[src/rtl/vccc_pkg.sv]
// ----------------------------------------------------------------------------
// Coulomb counter package
// Constants shared by the virtual current coulomb counter: register indexes,
// the throttle zero point and the divisors used by the iterative divider.
// ----------------------------------------------------------------------------
package vccc_pkg;

  localparam int unsigned CFG_INDEX_W = 2;
  localparam int unsigned CFG_DATA_W  = 16;

  localparam logic [CFG_INDEX_W-1:0] REG_IDLE_CURRENT = 2'd0;
  localparam logic [CFG_INDEX_W-1:0] REG_THROTTLE_SCALE = 2'd1;
  localparam logic [CFG_INDEX_W-1:0] REG_USE_MEASURED = 2'd2;

  localparam logic [11:0] THROTTLE_ZERO = 12'd1000;

  // The divider retires this many quotient bits per cycle.
  localparam int unsigned DIV_RADIX_BITS = 4;
  localparam int unsigned DIV_WORD_W     = 72;
  localparam int unsigned DIV_DIVISOR_W  = 22;
  localparam int unsigned DIV_REM_W      = DIV_DIVISOR_W + 1;
  localparam int unsigned DIV_COUNT_W    = 5;

  localparam logic [DIV_DIVISOR_W-1:0] DIVISOR_SQUARE = 22'd50;
  localparam logic [DIV_DIVISOR_W-1:0] DIVISOR_SCALE  = 22'd100;
  // One hour is 3600000000 us, which is 2^10 * 3515625. With the Q16 scale
  // the energy is the accumulator times 64 divided by 3515625.
  localparam logic [DIV_DIVISOR_W-1:0] DIVISOR_ENERGY = 22'd3515625;

  localparam logic [DIV_COUNT_W-1:0] STEPS_SQUARE = 5'd6;
  localparam logic [DIV_COUNT_W-1:0] STEPS_SCALE  = 5'd8;
  localparam logic [DIV_COUNT_W-1:0] STEPS_ENERGY = 5'd18;

endpackage

[src/rtl/virtual_current_coulomb_counter_top.sv]
// ----------------------------------------------------------------------------
// Virtual current coulomb counter
// Estimates or takes the current of each sample and integrates it over time
// into a saturating charge accumulator, reporting charge in mAh, Q16.
// ----------------------------------------------------------------------------
// Usage:
// A sample request (throttle, measured_milliamps, timestamp_us) is taken when
// sample_valid is high and sample_stall is low. The block then runs one
// shared multiplier and one shared divider, which retires four quotient bits
// per cycle, under a sequencer, and holds sample_stall high until the result
// request has been taken.
// In virtual mode the sequencer runs these steps after the sample is taken
// (square, divide by 50, scale, divide by 100, charge product, accumulate,
// divide for the energy); in measured mode it runs only the last three. The
// divider steps of the energy conversion dominate. A new sample can be taken
// in the cycle after the result is accepted.
// The result request is held on result_valid with a stable payload for as
// long as result_stall is high. Configuration writes on the cfg channel are
// always ready and are meant to be issued while no sample is in flight.
// Reset clears the configuration, the stored time and the accumulator.
// ----------------------------------------------------------------------------
module virtual_current_coulomb_counter_top (
  input  logic                                 clk,
  input  logic                                 rst,
  input  logic                                 cfg_valid,
  output logic                                 cfg_ready,
  input  logic [vccc_pkg::CFG_INDEX_W-1:0]     cfg_index,
  input  logic [vccc_pkg::CFG_DATA_W-1:0]      cfg_data,
  input  logic                                 sample_valid,
  output logic                                 sample_stall,
  input  logic [10:0]                          throttle,
  input  logic signed [15:0]                   measured_milliamps,
  input  logic [31:0]                          timestamp_us,
  output logic                                 result_valid,
  input  logic                                 result_stall,
  output logic signed [23:0]                   current_milliamps,
  output logic signed [48:0]                   energy_mah_q16
);

  typedef enum logic [3:0] {
    S_IDLE,
    S_SQUARE,
    S_LOAD_SQUARE,
    S_FACTOR,
    S_SCALE,
    S_LOAD_SCALE,
    S_CURRENT,
    S_CHARGE,
    S_ACCUM,
    S_LOAD_ENERGY,
    S_DIVIDE,
    S_RESULT
  } state_t;

  typedef enum logic [1:0] {
    DIV_SQUARE,
    DIV_SCALE,
    DIV_ENERGY
  } div_kind_t;

  state_t state;

  logic signed [15:0] idle_current;
  logic signed [15:0] scale;
  logic               use_measured;

  logic [10:0]        throttle_reg;
  logic [31:0]        timestamp_reg;
  logic [31:0]        previous_time;
  logic signed [63:0] acc;
  logic signed [16:0] factor;
  logic signed [58:0] prod;

  logic [vccc_pkg::DIV_REM_W-1:0]     div_rem;
  logic [vccc_pkg::DIV_WORD_W-1:0]    div_word;
  logic [vccc_pkg::DIV_DIVISOR_W-1:0] div_divisor;
  logic [vccc_pkg::DIV_COUNT_W-1:0]   div_count;
  div_kind_t                          div_kind;
  logic                               div_neg;

  logic [vccc_pkg::DIV_REM_W-1:0]  step_rem;
  logic [vccc_pkg::DIV_WORD_W-1:0] step_word;

  logic signed [11:0] t_val;
  logic signed [24:0] mul_a;
  logic signed [33:0] mul_b;
  logic signed [58:0] mul_p;
  logic [31:0]        dt;
  logic signed [64:0] acc_sum;
  logic               acc_ovf;
  logic signed [63:0] acc_next;
  logic signed [58:0] prod_mag;
  logic signed [63:0] acc_mag;
  logic signed [24:0] idle_ma;
  logic signed [24:0] quot_scale;
  logic signed [24:0] current_sum;
  logic [vccc_pkg::DIV_WORD_W-1:0] energy_signed;

  assign cfg_ready    = 1'b1;
  assign sample_stall = (state != S_IDLE);

  assign t_val = $signed({1'b0, throttle_reg} - vccc_pkg::THROTTLE_ZERO);
  assign dt    = timestamp_reg - previous_time;

  always_comb begin
    mul_a = '0;
    mul_b = '0;
    case (state)
      S_SQUARE: begin
        mul_a = {{13{t_val[11]}}, t_val};
        mul_b = {{22{t_val[11]}}, t_val};
      end
      S_SCALE: begin
        mul_a = {{8{factor[16]}}, factor};
        mul_b = {{18{scale[15]}}, scale};
      end
      S_CHARGE: begin
        mul_a = {current_milliamps[23], current_milliamps};
        mul_b = {2'b00, dt};
      end
      default: begin
        mul_a = '0;
        mul_b = '0;
      end
    endcase
  end

  assign mul_p = mul_a * mul_b;

  always_comb begin
    step_rem  = div_rem;
    step_word = div_word;
    for (int i = 0; i < vccc_pkg::DIV_RADIX_BITS; i++) begin
      step_rem  = {step_rem[vccc_pkg::DIV_REM_W-2:0], step_word[vccc_pkg::DIV_WORD_W-1]};
      step_word = {step_word[vccc_pkg::DIV_WORD_W-2:0], 1'b0};
      if (step_rem >= {1'b0, div_divisor}) begin
        step_rem     = step_rem - {1'b0, div_divisor};
        step_word[0] = 1'b1;
      end
    end
  end

  assign acc_sum  = {acc[63], acc} + {{6{prod[58]}}, prod};
  assign acc_ovf  = acc_sum[64] ^ acc_sum[63];
  assign acc_next = acc_ovf ? (acc_sum[64] ? {1'b1, 63'd0} : {1'b0, {63{1'b1}}})
                            : acc_sum[63:0];

  assign prod_mag = prod[58] ? -prod : prod;
  assign acc_mag  = acc[63] ? -acc : acc;

  assign idle_ma     = {{6{idle_current[15]}}, idle_current, 3'b000}
                     + {{8{idle_current[15]}}, idle_current, 1'b0};
  assign quot_scale  = div_neg ? -$signed({1'b0, div_word[23:0]})
                               : $signed({1'b0, div_word[23:0]});
  assign current_sum = idle_ma + quot_scale;

  assign energy_signed = div_neg ? -step_word : step_word;

  always_ff @(posedge clk) begin
    if (rst) begin
      state         <= S_IDLE;
      result_valid  <= 1'b0;
      idle_current  <= '0;
      scale         <= '0;
      use_measured  <= 1'b0;
      previous_time <= '0;
      acc           <= '0;
    end else begin
      if (cfg_valid && cfg_ready) begin
        case (cfg_index)
          vccc_pkg::REG_IDLE_CURRENT:   idle_current <= $signed(cfg_data);
          vccc_pkg::REG_THROTTLE_SCALE: scale <= $signed(cfg_data);
          vccc_pkg::REG_USE_MEASURED:   use_measured <= cfg_data[0];
          default: begin
          end
        endcase
      end
      case (state)
        S_IDLE: begin
          if (sample_valid) begin
            throttle_reg  <= throttle;
            timestamp_reg <= timestamp_us;
            if (use_measured) begin
              current_milliamps <= {{8{measured_milliamps[15]}}, measured_milliamps};
              state             <= S_CHARGE;
            end else begin
              state <= S_SQUARE;
            end
          end
        end
        S_SQUARE: begin
          prod  <= mul_p;
          state <= S_LOAD_SQUARE;
        end
        S_LOAD_SQUARE: begin
          div_rem     <= '0;
          div_word    <= {prod[23:0], 48'd0};
          div_divisor <= vccc_pkg::DIVISOR_SQUARE;
          div_count   <= vccc_pkg::STEPS_SQUARE;
          div_kind    <= DIV_SQUARE;
          div_neg     <= 1'b0;
          state       <= S_DIVIDE;
        end
        S_FACTOR: begin
          factor <= {{5{t_val[11]}}, t_val} + $signed({2'b00, div_word[14:0]});
          state  <= S_SCALE;
        end
        S_SCALE: begin
          prod  <= mul_p;
          state <= S_LOAD_SCALE;
        end
        S_LOAD_SCALE: begin
          div_rem     <= '0;
          div_word    <= {prod_mag[31:0], 40'd0};
          div_divisor <= vccc_pkg::DIVISOR_SCALE;
          div_count   <= vccc_pkg::STEPS_SCALE;
          div_kind    <= DIV_SCALE;
          div_neg     <= prod[58];
          state       <= S_DIVIDE;
        end
        S_CURRENT: begin
          current_milliamps <= current_sum[23:0];
          state             <= S_CHARGE;
        end
        S_CHARGE: begin
          if (previous_time != 32'd0) begin
            prod <= mul_p;
          end else begin
            prod <= '0;
          end
          previous_time <= timestamp_reg;
          state         <= S_ACCUM;
        end
        S_ACCUM: begin
          acc   <= acc_next;
          state <= S_LOAD_ENERGY;
        end
        S_LOAD_ENERGY: begin
          div_rem     <= '0;
          div_word    <= {2'b00, acc_mag, 6'd0};
          div_divisor <= vccc_pkg::DIVISOR_ENERGY;
          div_count   <= vccc_pkg::STEPS_ENERGY;
          div_kind    <= DIV_ENERGY;
          div_neg     <= acc[63];
          state       <= S_DIVIDE;
        end
        S_DIVIDE: begin
          div_rem   <= step_rem;
          div_word  <= step_word;
          div_count <= div_count - 1'b1;
          if (div_count == 5'd1) begin
            case (div_kind)
              DIV_SQUARE: state <= S_FACTOR;
              DIV_SCALE:  state <= S_CURRENT;
              DIV_ENERGY: begin
                energy_mah_q16 <= energy_signed[48:0];
                result_valid   <= 1'b1;
                state          <= S_RESULT;
              end
              default: state <= S_IDLE;
            endcase
          end
        end
        S_RESULT: begin
          if (!result_stall) begin
            result_valid <= 1'b0;
            state        <= S_IDLE;
          end
        end
        default: state <= S_IDLE;
      endcase
    end
  end

  // A pending result keeps the sample side closed.
  assert property (@(posedge clk) disable iff (rst)
    result_valid |-> sample_stall)
    else $error("result pending while samples are accepted");

  // Once a sample is taken the block is busy on the next cycle.
  assert property (@(posedge clk) disable iff (rst)
    (sample_valid && !sample_stall) |=> (sample_stall && !result_valid))
    else $error("block not busy after a sample");

  // A nonnegative charge step never lowers the accumulator.
  assert property (@(posedge clk) disable iff (rst)
    (state == S_ACCUM && !prod[58]) |=> (acc >= $past(acc)))
    else $error("accumulator decreased on a nonnegative step");

  // A delivered result is not presented again.
  assert property (@(posedge clk) disable iff (rst)
    (result_valid && !result_stall) |=> !result_valid)
    else $error("result repeated after delivery");

endmodule

[config.mk]
export PLATFORM = sky130hd
export DESIGN_NAME = virtual_current_coulomb_counter_top
export DESIGN_NICKNAME = d
export VERILOG_FILES = /design/src/rtl/vccc_pkg.sv /design/src/rtl/virtual_current_coulomb_counter_top.sv
export SDC_FILE = /design/constraint.sdc
export NUM_CORES = 2
export LEC_CHECK = 0
export BUFFER_PORTS_ARGS = -buffer_cell sky130_fd_sc_hd__buf_2
export CAP_MARGIN = 20
export CORE_ASPECT_RATIO = 0.5
export CORE_MARGIN = 4
export CORE_UTILIZATION = 59
export CTS_CLUSTER_DIAMETER = 60
export CTS_CLUSTER_SIZE = 40
export DETAILED_ROUTE_END_ITERATION = 12
export HOLD_SLACK_MARGIN = 0.03
export PLACE_DENSITY = 0.79
export SYNTH_ARGS = -nofsm -noshare
export SYNTH_HDL_FRONTEND = slang
export SYNTH_SLANG_ARGS = --single-unit
[constraint.sdc]
create_clock -name clk -period 13.7 [get_ports clk]
set_input_delay 0.685 -clock clk [delete_from_list [all_inputs] [get_ports clk]]
set_output_delay 0.685 -clock clk [all_outputs]
set_load 0.02 [all_outputs]
==> impl_metrics.csv <==
group,metric,value,unit
final_layout,layout-drive-gt1-share,6.73,%
synthesis,synth.largest_area_cell,"fa_1",
setup_path,worst-r2r-cell-count,47,
synthesis,synth_edf_count,296,
clocking,cts_buffers,31,
placed_design,post-place-cells,8193,
final_layout,fill_cells,8249,
setup_path,worstPathArrival,13230,ps
pwr,power.density,254,mW/mm²
floorplanning,ioPinCount,158,
global_routing,antenna_found_initial,5,
final_layout,final_nets,8200,
synthesis,synth_warnings,0,
outcome,status,"completed",
drt,ant_nets,0,
synthesis,ys_ff_latch,430,
setup_path,cp_max_fo,6,
clocking,h-tree-depth,1,
worst_hold_path,min_to,"timestamp_reg[24]",
timing,hold_viol,0,
final_layout,syn_to_final_growth,6.50,%
synthesis,synthTopCellsByCount,"inv_1, fa_1, nand2_1",
timing,hold_ws,144,ps
setup_path,crit_top_cell,"fa_1",
placed_design,port_buffers,156,
drt,drt-initial-drc-count,5796,
worst_hold_path,hold_depth,1,
drt,drtPass1Iterations,8,
floorplanning,core,0.101,mm²
floorplanning,placementRows,82,
placed_design,hpwl,150000,µm
floorplanning,fp.dieH,234,µm
clocking,cts_root_buffer,"clkbuf_16",
timing,finalMaxSlewViolations,0,
global_routing,gr-total-overflow,0,
synthesis,synth_area_leaders,"fa_1, edfxtp_1, ha_1",
clocking,clock_latency,700,ps
synthesis,yosysSeqAreaShare,19.2,%
global_routing,grt_pass1_wl,294000,µm
synthesis,async_reset_ff_share,0,%
flow_run,drv_cap,0,
timing,fin_setup_tns,0,ps
drt,vias,51300,
pwr,ir_drop,0.638,mV
setup_path,reg2reg_from,"previous_time[1]",
clocking,cts_tree,"done",
global_routing,grt_pass1_vias,50000,
clocking,ctsLongestPathBuffers,3,
setup_path,slowest_delay,850,ps
synthesis,yosysMostFrequentCell,"inv_1",
synthesis,yosys.cell_types.count,108,
setup_path,cp.required,14100,ps
setup_path,r2r_setup_slack,870,ps
synthesis,syn_nets,8182,
worst_hold_path,min_from,"timestamp_us[24]",
drt,avgRoutedWirePerCell,23.3,µm
clocking,clk_pin_slew_worst_paths,120,ps
floorplanning,die_x,460,µm
synthesis,ys.flop_type,"edfxtp_1",
synthesis,synthCells,6870,
final_layout,top_regs,"div_word: 72 flops, acc: 64 flops, prod: 59 flops",
timing,min_period_over_period,93.7,%
setup_path,worst_setup_path_end_kind,"flip-flop",
timing,post-route-min-period,12830,ps
drt,wirelength,193000,µm
setup_path,crit_type,"reg2reg",
clocking,cts_sinks,430,
timing,max_freq,77.9,MHz
global_routing,grt_max_degree,88,
worst_hold_path,hold_class,"in2reg",
timing,clock_skew,42.2,ps
synthesis,synth.avg_cell_area,8.75,µm²
timing,worstMarginPinSlew,1280,ps
synthesis,syn_area,0.0601,mm²
timing,rsz0062_at_grt,"no",
setup_path,worstSetupStartpointType,"flip-flop",
pwr,p_leak,29.4,nW
drt,vias_per_cell,6.20,
timing,setup_violations,0,
final_layout,top_register,"div_word",
floorplanning,start_util,59.8,%
placed_design,gp_congestion,1.01,
floorplanning,die_area,0.107,mm²
final_layout,fin_cells,8262,
clocking,post_cts_buffers,0,
drt,drc,0,
setup_path,cpMaxStageDelayCell,"a21oi_1",
timing,maxSlewHeadroom,14.5,%
final_layout,largest_reg_flops,72,
setup_path,r2r_end,"prod[58]",
synthesis,synth_top_area_share,29.1,%
global_routing,grt_use_total,35.8,%
cell usage in the layout, fill, tap and decap left out, drive strengths merged, types with 37 or more instances in the layout:
cell type	Yosys	routed
a211oi	94	94
a21o	98	98
a21oi	364	364
a31oi	37	37
buf	30	293
dfxtp	134	134
edfxtp	296	296
fa	873	873
ha	357	357
inv	1108	1118
nand2	835	835
nand2b	73	73
nand3	77	77
nor2	723	723
nor2b	46	46
nor3	77	77
o21ai	335	335
o31ai	49	49
or3	46	46
xnor2	213	213
xor2	193	193
worst max path at each step:
| stage | slack [ps] | from | to |
|---|---|---|---|
| after CTS | 800 | previous_time[1] | prod[58] |
| final | 870 | previous_time[1] | prod[58] |
| after floorplan | 220 | div_divisor[20] | energy_mah_q16[46] |
| after global placement | 1110 | previous_time[1] | prod[58] |
| after detailed placement | 950 | previous_time[1] | prod[58] |
| after global routing | 20 | previous_time[1] | prod[58] |
report_power, final:
part / leakage, nW / internal, mW / switching, mW
Combinational: 24.9 / 4.52 / 8.39
Sequential: 3.80 / 1.82 / 0.399
Clock: 0.606 / 0.488 / 0.655
Total: 29.4 / 6.84 / 9.44
what timing repair did:
action	4_1_cts	5_1_grt
setup endpoints to repair	0	8
hold buffers	0	0
resized for setup	0	5
critical path: cells and delay by family, from the launching register on:
kind	cells	cell delay, ps
compound gates	23	5600
xor+xnor	2	480
fa+ha+maj	9	4150
buf+inv	4	490
flops	1	420
simple gates	9	1370
final cells by class:
cell class                 instances  area, µm²  area share (%)
tap                             1344       1680            2.63
sequential                       430      11600            18.1
inverter                        1109       4160            6.50
timing repair buffer             293       1860            2.90
clock buffer                      32        779            1.22
antenna                            5       12.5          0.0195
multi-input combinational       5023      43500            67.8
clock inverter                    26        524           0.819
routing by layer:
| layer | GRT usage [%] | routed length (µm) | vias up |
|---|---|---|---|
| li1 | - | - | 22400 |
| met3 | 11.9 | 25500 | 744 |
| met4 | 20.7 | 14200 | 6 |
| met2 | 53.8 | 82500 | 3220 |
| met5 | 0 | 82 | - |
| met1 | 45.5 | 70500 | 24900 |
logic make-up (layout without fill, tap and decap cells):
logic type	count (synthesis)	count (layout)	share of synthesized area, %
flip-flops	430	430	19.2
AO/OA/AOI/OAI	1271	1271	13.7
XOR/XNOR	406	406	5.93
buffers and inverters	1417	1460	8.94
AND/OR/NAND/NOR	2078	2078	15.1
other	1	6	0.00624
multiplexers	22	22	0.393
adder cells (fa/ha/maj)	1245	1245	36.7
through the flow:
step	area (µm²)	setup slack, ps	power, mW	utilization (%)
2_1_floorplan	60100	224	11.0	-
4_1_cts	63900	795	15.8	63.5
3_3_place_gp	62600	1110	14.5	62.2
5_1_grt	64000	21.2	17.5	63.6
3_5_place_dp	62600	945	14.6	62.2
6_report	64000	867	16.3	63.6
Power figures use the tool's default switching activity.
